===== src/sv/bpc_pkg.sv =====
// shared types and constants for the button press classifier
package bpc_pkg;

  localparam int CfgDataW = 8;
  localparam int CfgIdxW  = 3;

  localparam logic [CfgIdxW-1:0] REG_FILTER_TOP      = 3'd0;
  localparam logic [CfgIdxW-1:0] REG_LONG_HOLD_COUNT = 3'd1;
  localparam logic [CfgIdxW-1:0] REG_HOLD_REWIND     = 3'd2;
  localparam logic [CfgIdxW-1:0] REG_RELEASE_RUN     = 3'd3;
  localparam logic [CfgIdxW-1:0] REG_CALIB_THRESHOLD = 3'd4;

  localparam logic [3:0] FILTER_TOP_RST      = 4'd3;
  localparam logic [5:0] LONG_HOLD_COUNT_RST = 6'd50;
  localparam logic [5:0] HOLD_REWIND_RST     = 6'd25;
  localparam logic [2:0] RELEASE_RUN_RST     = 3'd5;
  localparam logic [7:0] CALIB_THRESHOLD_RST = 8'd200;

  localparam logic [1:0] CHECK_ABORT = 2'd2;
  localparam logic [7:0] TICK_MAX    = 8'hFF;

  localparam logic CMD_START = 1'b0;
  localparam logic CMD_TICK  = 1'b1;

  typedef struct packed {
    logic [3:0] filter_top;
    logic [5:0] long_hold_count;
    logic [5:0] hold_rewind;
    logic [2:0] release_run;
    logic [7:0] calib_threshold;
  } cfg_t;

  typedef struct packed {
    logic [1:0] light_toggles;
    logic       calib_reset;
    logic       press_done;
    logic       filter_stepped;
    logic [3:0] filter_level;
    logic       busy_res;
  } res_t;

endpackage


===== src/sv/button_press_classifier_core.sv =====
// button press classifier: input register, classification logic, result register
// an input transfer passes the input register and then the result register to reach the out_ channel
// throughput: one item per cycle while out_stall does not hold the result, set by the state update in bpc_class
// a pending result under out_stall still lets one more item into the input register
// reset (rst_n low, synchronous) empties both registers, clears press state and
// filter level, and loads the configuration registers with their defaults
module button_press_classifier_core import bpc_pkg::*; (
  input  logic                clk,
  input  logic                rst_n,
  input  logic                in_valid,
  output logic                in_stall,
  input  logic                in_cmd,
  input  logic                in_pressed,
  output logic                out_valid,
  input  logic                out_stall,
  output logic [1:0]          out_light_toggles,
  output logic                out_calib_reset,
  output logic                out_press_done,
  output logic                out_filter_stepped,
  output logic [3:0]          out_filter_level,
  output logic                out_busy_res,
  input  logic                cfg_we,
  input  logic [CfgIdxW-1:0]  cfg_index,
  input  logic [CfgDataW-1:0] cfg_wdata
);

  cfg_t cfg_r;
  logic in_valid_r;
  logic cmd_r;
  logic pressed_r;
  logic out_valid_r;
  res_t res_r;
  res_t res;
  logic advance;
  logic step;

  assign advance  = !out_valid_r || !out_stall;
  assign step     = in_valid_r && advance;
  assign in_stall = in_valid_r && !advance;

  always_ff @(posedge clk) begin
    if (!rst_n) begin
      cfg_r.filter_top      <= FILTER_TOP_RST;
      cfg_r.long_hold_count <= LONG_HOLD_COUNT_RST;
      cfg_r.hold_rewind     <= HOLD_REWIND_RST;
      cfg_r.release_run     <= RELEASE_RUN_RST;
      cfg_r.calib_threshold <= CALIB_THRESHOLD_RST;
    end else if (cfg_we) begin
      case (cfg_index)
        REG_FILTER_TOP:      cfg_r.filter_top      <= cfg_wdata[3:0];
        REG_LONG_HOLD_COUNT: cfg_r.long_hold_count <= cfg_wdata[5:0];
        REG_HOLD_REWIND:     cfg_r.hold_rewind     <= cfg_wdata[5:0];
        REG_RELEASE_RUN:     cfg_r.release_run     <= cfg_wdata[2:0];
        REG_CALIB_THRESHOLD: cfg_r.calib_threshold <= cfg_wdata;
        default: begin
        end
      endcase
    end
  end

  // input register
  always_ff @(posedge clk) begin
    if (!rst_n) begin
      in_valid_r <= 1'b0;
    end else if (!in_stall) begin
      in_valid_r <= in_valid;
    end
  end

  always_ff @(posedge clk) begin
    if (!in_stall && in_valid) begin
      cmd_r     <= in_cmd;
      pressed_r <= in_pressed;
    end
  end

  bpc_class u_class (
    .clk     (clk),
    .rst_n   (rst_n),
    .step    (step),
    .cmd     (cmd_r),
    .pressed (pressed_r),
    .cfg     (cfg_r),
    .res     (res)
  );

  // result register
  always_ff @(posedge clk) begin
    if (!rst_n) begin
      out_valid_r <= 1'b0;
    end else if (advance) begin
      out_valid_r <= in_valid_r;
    end
  end

  always_ff @(posedge clk) begin
    if (step) begin
      res_r <= res;
    end
  end

  assign out_valid          = out_valid_r;
  assign out_light_toggles  = res_r.light_toggles;
  assign out_calib_reset    = res_r.calib_reset;
  assign out_press_done     = res_r.press_done;
  assign out_filter_stepped = res_r.filter_stepped;
  assign out_filter_level   = res_r.filter_level;
  assign out_busy_res       = res_r.busy_res;

  a_fill: assert property (@(posedge clk) disable iff (!rst_n)
    in_valid_r && !out_valid_r |=> out_valid_r)
    else $error("held item did not reach the result register");

  a_hold_item: assert property (@(posedge clk) disable iff (!rst_n)
    in_valid_r && !step |=> in_valid_r && $stable(cmd_r) && $stable(pressed_r))
    else $error("stalled item lost from the input register");

  a_no_drop: assert property (@(posedge clk) disable iff (!rst_n)
    out_valid_r && out_stall |=> out_valid_r && $stable(res_r))
    else $error("pending result changed before transfer");

endmodule


===== src/sv/bpc_class.sv =====
// press state and per-sample classification logic
module bpc_class import bpc_pkg::*; (
  input  logic clk,
  input  logic rst_n,
  input  logic step,
  input  logic cmd,
  input  logic pressed,
  input  cfg_t cfg,
  output res_t res
);

  typedef enum logic [1:0] {
    PH_IDLE  = 2'd0,
    PH_CHECK = 2'd1,
    PH_HOLD  = 2'd2
  } phase_t;

  phase_t     phase_r, phase_nxt;
  logic [1:0] check_r, check_nxt;
  logic [2:0] rel_run_r, rel_run_nxt;
  logic [5:0] hold_r, hold_nxt;
  logic [7:0] ticks_r, ticks_nxt;
  logic       long_seen_r, long_seen_nxt;
  logic [3:0] level_r, level_nxt;

  logic [4:0] level_inc;
  logic [3:0] level_step;
  logic [1:0] toggles;
  logic       calib;
  logic       done;
  logic       stepped;

  assign level_inc  = {1'b0, level_r} + 5'd1;
  assign level_step = (level_inc > {1'b0, cfg.filter_top}) ? 4'd0 : level_inc[3:0];

  always_comb begin
    phase_nxt     = phase_r;
    check_nxt     = check_r;
    rel_run_nxt   = rel_run_r;
    hold_nxt      = hold_r;
    ticks_nxt     = ticks_r;
    long_seen_nxt = long_seen_r;
    level_nxt     = level_r;
    toggles       = 2'd0;
    calib         = 1'b0;
    done          = 1'b0;
    stepped       = 1'b0;

    if (cmd == CMD_START) begin
      phase_nxt     = PH_CHECK;
      check_nxt     = pressed ? 2'd0 : 2'd1;
      rel_run_nxt   = 3'd0;
      hold_nxt      = 6'd0;
      ticks_nxt     = 8'd0;
      long_seen_nxt = 1'b0;
    end else begin
      case (phase_r)
        PH_CHECK: begin
          if (!pressed) check_nxt = check_r + 2'd1;
          if (check_nxt >= CHECK_ABORT) begin
            phase_nxt = PH_IDLE;
            done      = 1'b1;
          end else begin
            hold_nxt    = {4'd0, check_nxt};
            rel_run_nxt = 3'd0;
            phase_nxt   = PH_HOLD;
            // zero release run ends the press at the passing check itself
            if (cfg.release_run == 3'd0) begin
              if (!long_seen_r) begin
                level_nxt = level_step;
                stepped   = 1'b1;
              end
              phase_nxt = PH_IDLE;
              done      = 1'b1;
            end
          end
        end
        PH_HOLD: begin
          if (pressed) begin
            rel_run_nxt = 3'd0;
            if (hold_r < cfg.long_hold_count) hold_nxt = hold_r + 6'd1;
            if (hold_nxt == cfg.long_hold_count) begin
              toggles       = 2'd1;
              hold_nxt      = cfg.hold_rewind;
              long_seen_nxt = 1'b1;
            end
            if (ticks_r != TICK_MAX) ticks_nxt = ticks_r + 8'd1;
            if (ticks_nxt > cfg.calib_threshold) begin
              calib   = 1'b1;
              toggles = toggles + 2'd1;
            end
          end else begin
            rel_run_nxt = rel_run_r + 3'd1;
            if (rel_run_nxt >= cfg.release_run) begin
              if (!long_seen_r) begin
                level_nxt = level_step;
                stepped   = 1'b1;
              end
              phase_nxt = PH_IDLE;
              done      = 1'b1;
            end
          end
        end
        default: begin
          // tick while idle is ignored
        end
      endcase
    end

    res.light_toggles  = toggles;
    res.calib_reset    = calib;
    res.press_done     = done;
    res.filter_stepped = stepped;
    res.filter_level   = level_nxt;
    res.busy_res       = (phase_nxt != PH_IDLE);
  end

  always_ff @(posedge clk) begin
    if (!rst_n) begin
      phase_r     <= PH_IDLE;
      check_r     <= 2'd0;
      rel_run_r   <= 3'd0;
      hold_r      <= 6'd0;
      ticks_r     <= 8'd0;
      long_seen_r <= 1'b0;
      level_r     <= 4'd0;
    end else if (step) begin
      phase_r     <= phase_nxt;
      check_r     <= check_nxt;
      rel_run_r   <= rel_run_nxt;
      hold_r      <= hold_nxt;
      ticks_r     <= ticks_nxt;
      long_seen_r <= long_seen_nxt;
      level_r     <= level_nxt;
    end
  end

  a_check_low: assert property (@(posedge clk) disable iff (!rst_n)
    phase_r == PH_CHECK |-> check_r < CHECK_ABORT)
    else $error("check phase holds an aborting count");

  a_start_opens: assert property (@(posedge clk) disable iff (!rst_n)
    step && cmd == CMD_START |=> phase_r == PH_CHECK)
    else $error("start did not open a press");

  a_step_ends: assert property (@(posedge clk) disable iff (!rst_n)
    step && res.filter_stepped |-> res.press_done && !res.busy_res)
    else $error("filter step outside press end");

  a_idle_level: assert property (@(posedge clk) disable iff (!rst_n)
    step && cmd == CMD_TICK && phase_r == PH_IDLE |=> $stable(level_r))
    else $error("idle tick changed the filter level");

endmodule


===== config.mk =====
export PLATFORM = sky130hd
export DESIGN_NAME = button_press_classifier_core
export DESIGN_NICKNAME = d
export VERILOG_FILES = /design/src/sv/bpc_pkg.sv /design/src/sv/button_press_classifier_core.sv /design/src/sv/bpc_class.sv
export SDC_FILE = /design/constraint.sdc
export NUM_CORES = 1
export LEC_CHECK = 0
export ABC_AREA = 1
export BUFFER_PORTS_ARGS = -buffer_cell sky130_fd_sc_hd__clkbuf_2
export CAP_MARGIN = 40
export CELL_PAD_IN_SITES_DETAIL_PLACEMENT = 0
export CELL_PAD_IN_SITES_GLOBAL_PLACEMENT = 1
export CORE_UTILIZATION = 49
export CTS_BUF_LIST = sky130_fd_sc_hd__clkbuf_8
export CTS_CLUSTER_SIZE = 40
export DETAILED_ROUTE_END_ITERATION = 10
export HOLD_SLACK_MARGIN = 0.06
export PLACE_DENSITY = 0.91
export SYNTH_ARGS = -nofsm -noshare
export SYNTH_HDL_FRONTEND = slang
export SYNTH_SLANG_ARGS = --single-unit
export TNS_END_PERCENT = 20

===== constraint.sdc =====
create_clock -name clk -period 6.4 [get_ports clk]
set_clock_uncertainty 0.05 [all_clocks]
set_input_delay 0.96 -clock clk [delete_from_list [all_inputs] [get_ports clk]]
set_output_delay 0.96 -clock clk [all_outputs]
set_load 0.005 [all_outputs]

==> key figures, run 1 <==
Run status
  – Status: complete, no violations

Yosys
  – Mean Syn Cell Area: just over 7 µm²
  – Top cell type's share of synthesized area: just under 30%
  – Dominant cell type by area after synthesis: dfxtp_1
  – Most instantiated library cell after synthesis: nand2_1
  – Synth warnings: 0
  – Top post-synthesis cells by area: dfxtp_1 29%, nand2_1 13%, edfxtp_1 9.5%
  – Synth async-reset ratio: 0%
  – Synthesized flop and latch total: 67
  – Net count after synthesis: between 500 and 600
  – Synth unique cells: 34
  – Post-synth EDFFs: 12
  – Mapped Cells: 525
  – Cell Area, Synth: 3790 µm²
  – Most instantiated cells after synthesis: 135 x nand2_1, 69 x inv_1, 55 x dfxtp_1
  – Ys flop type: dfxtp_1
  – Seq/Total Area, Yosys: between 30 and 40%

Cells and area
  – Antenna cells: 0
  – Storage cell area: 1460 µm²
  – Cell area after layout: between 4000 and 5000 µm²
  – Layout cell share with drive strength beyond 1: 11.7%
  – Fin nets: ~610
  – Area of the multi-input gates: 2020 µm²
  – Area Overhead vs Synth: 12.2%
  – Filler cells: 720

Critical path
  – RR Startpoint: u_class.ticks_r[0]$_SDFFE_PN0P_
  – CP Data Arrival Time: between 2 and 3 ns
  – CP endpoint: out_light_toggles[0]$_SDFFCE_PN0P_
  – Cell depth of the worst flop-to-flop path: 13
  – CP Launch Type: register
  – Required time of the critical path: approximately 6.4 ns
  – R2r endpoint: out_light_toggles[0]$_SDFFCE_PN0P_
  – CP Max Fanout: 8
  – WS Path Type: reg -> reg
  – Worst Setup SP: u_class.ticks_r[0]$_SDFFE_PN0P_
  – Crit end category: register
  – R2R Setup Slk: between 3 and 4 ns

STA
  – Worst-margin pin slew: 0.804 ns
  – RSZ-0062 raised after global routing: no
  – Endpoints failing hold: 0
  – Final period util: between 40 and 50%
  – Final Slew Violations: 0
  – Final setup vio count: 0
  – FMAX: roughly 0.34 GHz
  – Crit path time final: just under 3 ns
  – Rel. slew slack: between 40% and 50%
  – Setup_tns: 0 ns

CTS
  – H-tree depth: 3
  – CTS root buffer: clkbuf_8
  – Postcts setup bufs: 0
  – Post-CTS Resized: 0
  – CTS buffer count: 9
  – Hold-fix buffers, CTS: 0
  – Worst skew pair latency: between 0.3 and 0.4 ns
  – Clock Path Buffers: 2
  – CTS tree: yes
  – TritonCTS sink count: 67
  – Clk pin slew, worst setup/hold paths: 0.07 ns

GRT
  – Vias in the first global route: 3,109
  – Largest net degree at the start of global routing: 33
  – First-pass GRT wire length: 14.2 mm
  – Initial antenna violation count: 0
  – Gr usage total: a little over a fifth
  – Remaining Overflow, GRT: 0

Die
  – Die Ht: between 90 and 100 µm
  – CORE AREA: about 7400 µm²
  – Num rows: 31
  – Die ar.: ~8100 µm²
  – Die width: 90.0 µm
  – IO Count: 30
  – Starting Density: about half

Min path
  – Worst hold path type: reg -> reg

Route
  – Iter 0 DRT Violations: about 220
  – Post-route ant nets: 0
  – Avg WL per Cell: around 13 µm
  – Drt via density: 5.13
  – Routed vias: between 3,000 and 4,000
  – DR DRC count: 0
  – WL final: 8.38 mm
  – DR pass1 iterations: 4

Flow run
  – Max cap viols: 0

Pwr
  – IR drop worst, VDD: between 0.1 and 0.15 mV
  – P_leak: a little under 2 nW
  – Pwr dens: 215 nW/µm²

Place
  – HPWL Detailed: 6.36 mm
  – Final Wtd Congestion: 0.895
  – PortBufs: 29
  – Placement Cell Area: 4050 µm²
[placed cells by master, fill, tap and decap left out]
cell and instances:
xor2_1 8, ha_1 27, nor2_1 40, nand3_2 1, mux2_2 1, o21ai_2 1, xnor2_1 4, nor2_4 1
a21oi_4 1, and2_1 1, clkbuf_2 29, nand4_1 6, inv_1 69, clkinv_4 1, nand3b_1 1, a21boi_0 1
a211oi_1 1, o21ai_1 5, o21ai_0 35, nand2_4 1, clkbuf_8 11, edfxtp_1 12, nand2_8 1, nand2_1 135
nor3_1 8, nand3_1 39, o211ai_1 10, clkinv_1 1, nand2_2 4, inv_2 6, bufinv_16 1, nor2_2 2
buf_4 2, inv_4 1, a21oi_1 41, dfxtp_1 55, a2111oi_0 1, clkinvlp_4 2
[registers in the layout, summed over array words and instances, names as in the netlist, 2 cells and up]
name,count
cfg_r,27
u_class.ticks_r,8
u_class.hold_r,6
out_filter_level,4
u_class.level_r,4
u_class.rel_run_r,3
out_light_toggles,2
u_class.check_r,2
u_class.phase_r,2
[per-stage QoR]
stage	worst slack [ns]	power, mW	hold slack [ns]	std cells	utilization, %
global route	3.14	0.958	0.449	665	57.8
CTS	3.49	0.923	0.418	665	57.8
finish	3.46	0.916	0.417	665	57.8
floorplan	3.81	0.528	0.379	525	-
detailed placement	3.19	0.559	0.409	649	54.9
global placement	3.27	0.556	0.407	649	54.9
[worst min path at each step]
stage	from	to	slack, ns	cells after the start
2_1_floorplan	cfg_r[11]$_SDFFE_PN1P_	cfg_r[11]$_SDFFE_PN1P_	0.38	2
3_3_place_gp	cfg_r[2]$_SDFFE_PN0P_	cfg_r[2]$_SDFFE_PN0P_	0.41	2
3_5_place_dp	cfg_r[2]$_SDFFE_PN0P_	cfg_r[2]$_SDFFE_PN0P_	0.41	2
4_1_cts	cfg_r[2]$_SDFFE_PN0P_	cfg_r[2]$_SDFFE_PN0P_	0.42	2
5_1_grt	u_class.rel_run_r[1]$_SDFFE_PN0P_	u_class.rel_run_r[1]$_SDFFE_PN0P_	0.45	2
6_report	cfg_r[26]$_SDFFE_PN0P_	cfg_r[26]$_SDFFE_PN0P_	0.42	2
[cells by family (layout without fill, tap and decap cells)]
group,count (synthesis),in the layout,synth area share [%]
adder cells (fa/ha/maj),27,27,8.90
XOR/XNOR,12,12,2.77
flip-flops,67,67,38.5
AND/OR/NAND/NOR,240,240,27.2
buffers and inverters,82,123,8.34
multiplexers,1,1,0.297
AO/OA/AOI/OAI,96,96,13.9
[layer usage]
| metal | routed length, µm | share of wire, % | track usage (%) | up-vias |
|---|---|---|---|---|
| li1 | - | - | - | 1794 |
| met1 | 4080 | 49 | 29.6 | 1519 |
| met2 | 3760 | 45 | 34.4 | 79 |
| met3 | 371 | 4.4 | 3.55 | 19 |
| met4 | 173 | 2.1 | 9.41 | 0 |
| met5 | 0 | 0 | 0 | - |
[final cells by class]
class,count,area share (%)
clock inverter,5,1.41
inverter,76,6.70
tap,99,2.91
sequential,67,34.3
multi-input combinational,376,47.4
clock buffer,11,3.55
timing repair buffer,31,3.76
[critical path, stage by stage, from the launching register on]
cell and delay [ns]:
dfxtp_1 0.38, ha_1 0.20, nand2_1 0.07, nor3_1 0.28
nand3_1 0.31, mux2_2 0.38, ha_1 0.30, a21oi_1 0.07
o21ai_0 0.14, nand2_1 0.07, o211ai_1 0.12, nand2_1 0.14
nand3_1 0.11, a21oi_1 0.06
[report_power, final]
group,internal (mW),switching (mW)
clock network,0.202,0.164
logic,0.0337,0.0617
registers,0.444,0.00986
total,0.680,0.236
No activity file was read; power rests on OpenSTA's default activity.
==> run 2, diff against run 1 <==
--- a/config.mk
+++ b/config.mk
@@ -10,12 +10,12 @@
 export CAP_MARGIN = 40
 export CELL_PAD_IN_SITES_DETAIL_PLACEMENT = 0
 export CELL_PAD_IN_SITES_GLOBAL_PLACEMENT = 1
-export CORE_UTILIZATION = 49
+export CORE_UTILIZATION = 45
 export CTS_BUF_LIST = sky130_fd_sc_hd__clkbuf_8
 export CTS_CLUSTER_SIZE = 40
 export DETAILED_ROUTE_END_ITERATION = 10
 export HOLD_SLACK_MARGIN = 0.06
-export PLACE_DENSITY = 0.91
+export PLACE_DENSITY = 0.84
 export SYNTH_ARGS = -nofsm -noshare
 export SYNTH_HDL_FRONTEND = slang
 export SYNTH_SLANG_ARGS = --single-unit
==> constraint.sdc (replaced) <==
create_clock -name clk -period 3.02 [get_ports clk]
set_clock_uncertainty 0.05 [all_clocks]
set_input_delay 0.453 -clock clk [delete_from_list [all_inputs] [get_ports clk]]
set_output_delay 0.453 -clock clk [all_outputs]
set_load 0.005 [all_outputs]
==> run 2 against run 1 <==
  * Combinational power rose by 120%
  * Flip-flop and latch count is the same
  * Largest power group unchanged
  * Largest cell class unchanged
  * Sequential share of layout area increased by 0.050 points
==> key figures, run 2 (synthesized netlist as in run 1, its figures left out) <==
Run status
  – Status: complete, no violations

Critical path
  – WS Path Type: reg -> reg
  – Crit end category: register
  – CP Max Fanout: 4
  – CP Launch Type: register
  – Required time of the critical path: about 3.1 ns
  – CP Data Arrival Time: about 2.8 ns

Die
  – CORE AREA: around 8000 µm²
  – IO Count: 30
  – Die width: about 94 µm
  – Num rows: 33
  – Die ar.: slightly below 9000 µm²
  – Die Ht: between 90 and 100 µm
  – Starting Density: between 40 and 50%

Flow run
  – Max cap viols: 0

Pwr
  – Sequential share of power: approximately 53%
  – Clock power share: a little over a third
  – Switching Fraction: between 20% and 30%
  – Logic gate share of total power: a little under an eighth
  – IR drop worst, VDD: roughly 0.18 mV
  – Int Pwr: roughly 1.3 mW
  – P_leak: between 1.5 and 2 nW
  – Pwr dens: 431 nW/µm²
  – Net switching power: about 520 µW

GRT
  – Initial antenna violation count: 0
  – Remaining Overflow, GRT: 0
  – First-pass GRT wire length: around 15 mm
  – Largest net degree at the start of global routing: 32
  – Vias in the first global route: 3,231
  – Gr usage total: a little over a fifth

STA
  – Rel. slew slack: 45.5%
  – Setup_tns: 0 ns
  – Crit path time final: ~2.7 ns
  – Final period util: approximately 90%
  – Setup ws final: 0.298 ns
  – Endpoints failing hold: 0
  – RSZ-0062 raised after global routing: no
  – Worst-margin pin slew: ~0.82 ns
  – FMAX: 0.367 GHz
  – Fin Hold WS: around 0.22 ns
  – Final setup vio count: 0
  – Final Slew Violations: 0

CTS
  – CTS tree: yes
  – Postcts setup bufs: 0
  – Hold-fix buffers, CTS: 0
  – CTS root buffer: clkbuf_8
  – H-tree depth: 3
  – Clock Path Buffers: 2
  – CTS buffer count: 9
  – Clk pin slew, worst setup/hold paths: roughly 0.08 ns
  – Worst skew pair latency: 0.35 ns
  – Post-CTS Resized: 0
  – TritonCTS sink count: 67

Route
  – DR DRC count: 0
  – Iter 0 DRT Violations: 177
  – WL final: slightly below 9 mm
  – Routed vias: 3,456
  – DR pass1 iterations: 4
  – Avg WL per Cell: ~13 µm
  – Drt via density: around 5.1
  – Post-route ant nets: 0

Cells and area
  – Commonest non-fill, non-tap cell in the layout: nand2_1
  – Share of the core filled with cells: a little over half
  – Fin nets: 610
  – Layout cell share with drive strength beyond 1: between 10% and 20%
  – Largest regs: cfg_r x27, u_class.ticks_r x8, u_class.hold_r x6
  – Max reg flops: 27
  – Biggest register: cfg_r
  – Cell area after layout: roughly 4300 µm²
  – Area Overhead vs Synth: 12.1%
  – Most frequent cells in the layout: 135 x nand2_1, 69 x inv_1, 55 x dfxtp_1
  – Antenna cells: 0

Place
  – HPWL Detailed: 6.56 mm
  – Final Wtd Congestion: about 0.91
  – DP Worst Slack: roughly 0.3 ns
  – Placement Cell Area: approximately 4100 µm²
  – PortBufs: 29

Min path
  – Worst hold path type: in -> reg
-- run 2: power by group through the flow --
stage / logic, mW / clock network [mW] / registers, mW
after global placement: 0.202 / 0 / 0.983
after global routing: 0.238 / 0.713 / 0.967
final: 0.209 / 0.662 / 0.963
after detailed placement: 0.207 / 0 / 0.983
after CTS: 0.209 / 0.679 / 0.962
after floorplan: 0.139 / 0 / 0.979
-- run 2: worst max-delay path: stages, from the launching register on --
cell	delay [ns]
dfxtp_1	0.39
ha_1	0.21
nand2_1	0.08
nor3_1	0.27
nand3_1	0.16
mux2_2	0.32
ha_1	0.31
a21oi_1	0.07
o21ai_0	0.14
nand2_1	0.07
o211ai_1	0.11
nand2_1	0.13
nand3_1	0.10
a21oi_1	0.06
-- run 2: layout make-up --
class | count | area [µm²]
well taps | 105 | 131
multi-input cells | 376 | 2020
clock buffers | 9 | 124
flip-flops and latches | 67 | 1460
clock inverters | 7 | 43.8
repair buffers | 35 | 190
inverters | 76 | 285
fillers | 825 | 3920
-- run 2: per-layer routing --
layer  routed length, µm  vias to the layer above  track usage [%]
li1                    -                     1810                -
met1                4170                     1563             28.9
met2                4020                       69             35.6
met3                 357                       14             3.32
met4                 156                        0             8.85
met5                   0                        -                0
-- run 2: metrics by stage --
stage	power (mW)	cells
global placement	1.18	659
floorplan	1.12	525
detailed placement	1.19	659
finish	1.83	675
global route	1.92	675
CTS	1.85	675
-- run 2: final timing paths --
| check | startpoint | to | slack [ns] | cells after the start |
|---|---|---|---|---|
| max | u_class.ticks_r[0]$_SDFFE_PN0P_ | out_light_toggles[0]$_SDFFCE_PN0P_ | 0.30 | 13 |
| min | in_cmd | cmd_r$_DFFE_PP_ | 0.22 | 1 |
| max reg2reg | u_class.ticks_r[0]$_SDFFE_PN0P_ | out_light_toggles[0]$_SDFFCE_PN0P_ | 0.30 | 13 |
| min reg2reg | cfg_r[16]$_SDFFE_PN0P_ | cfg_r[16]$_SDFFE_PN0P_ | 0.41 | 2 |
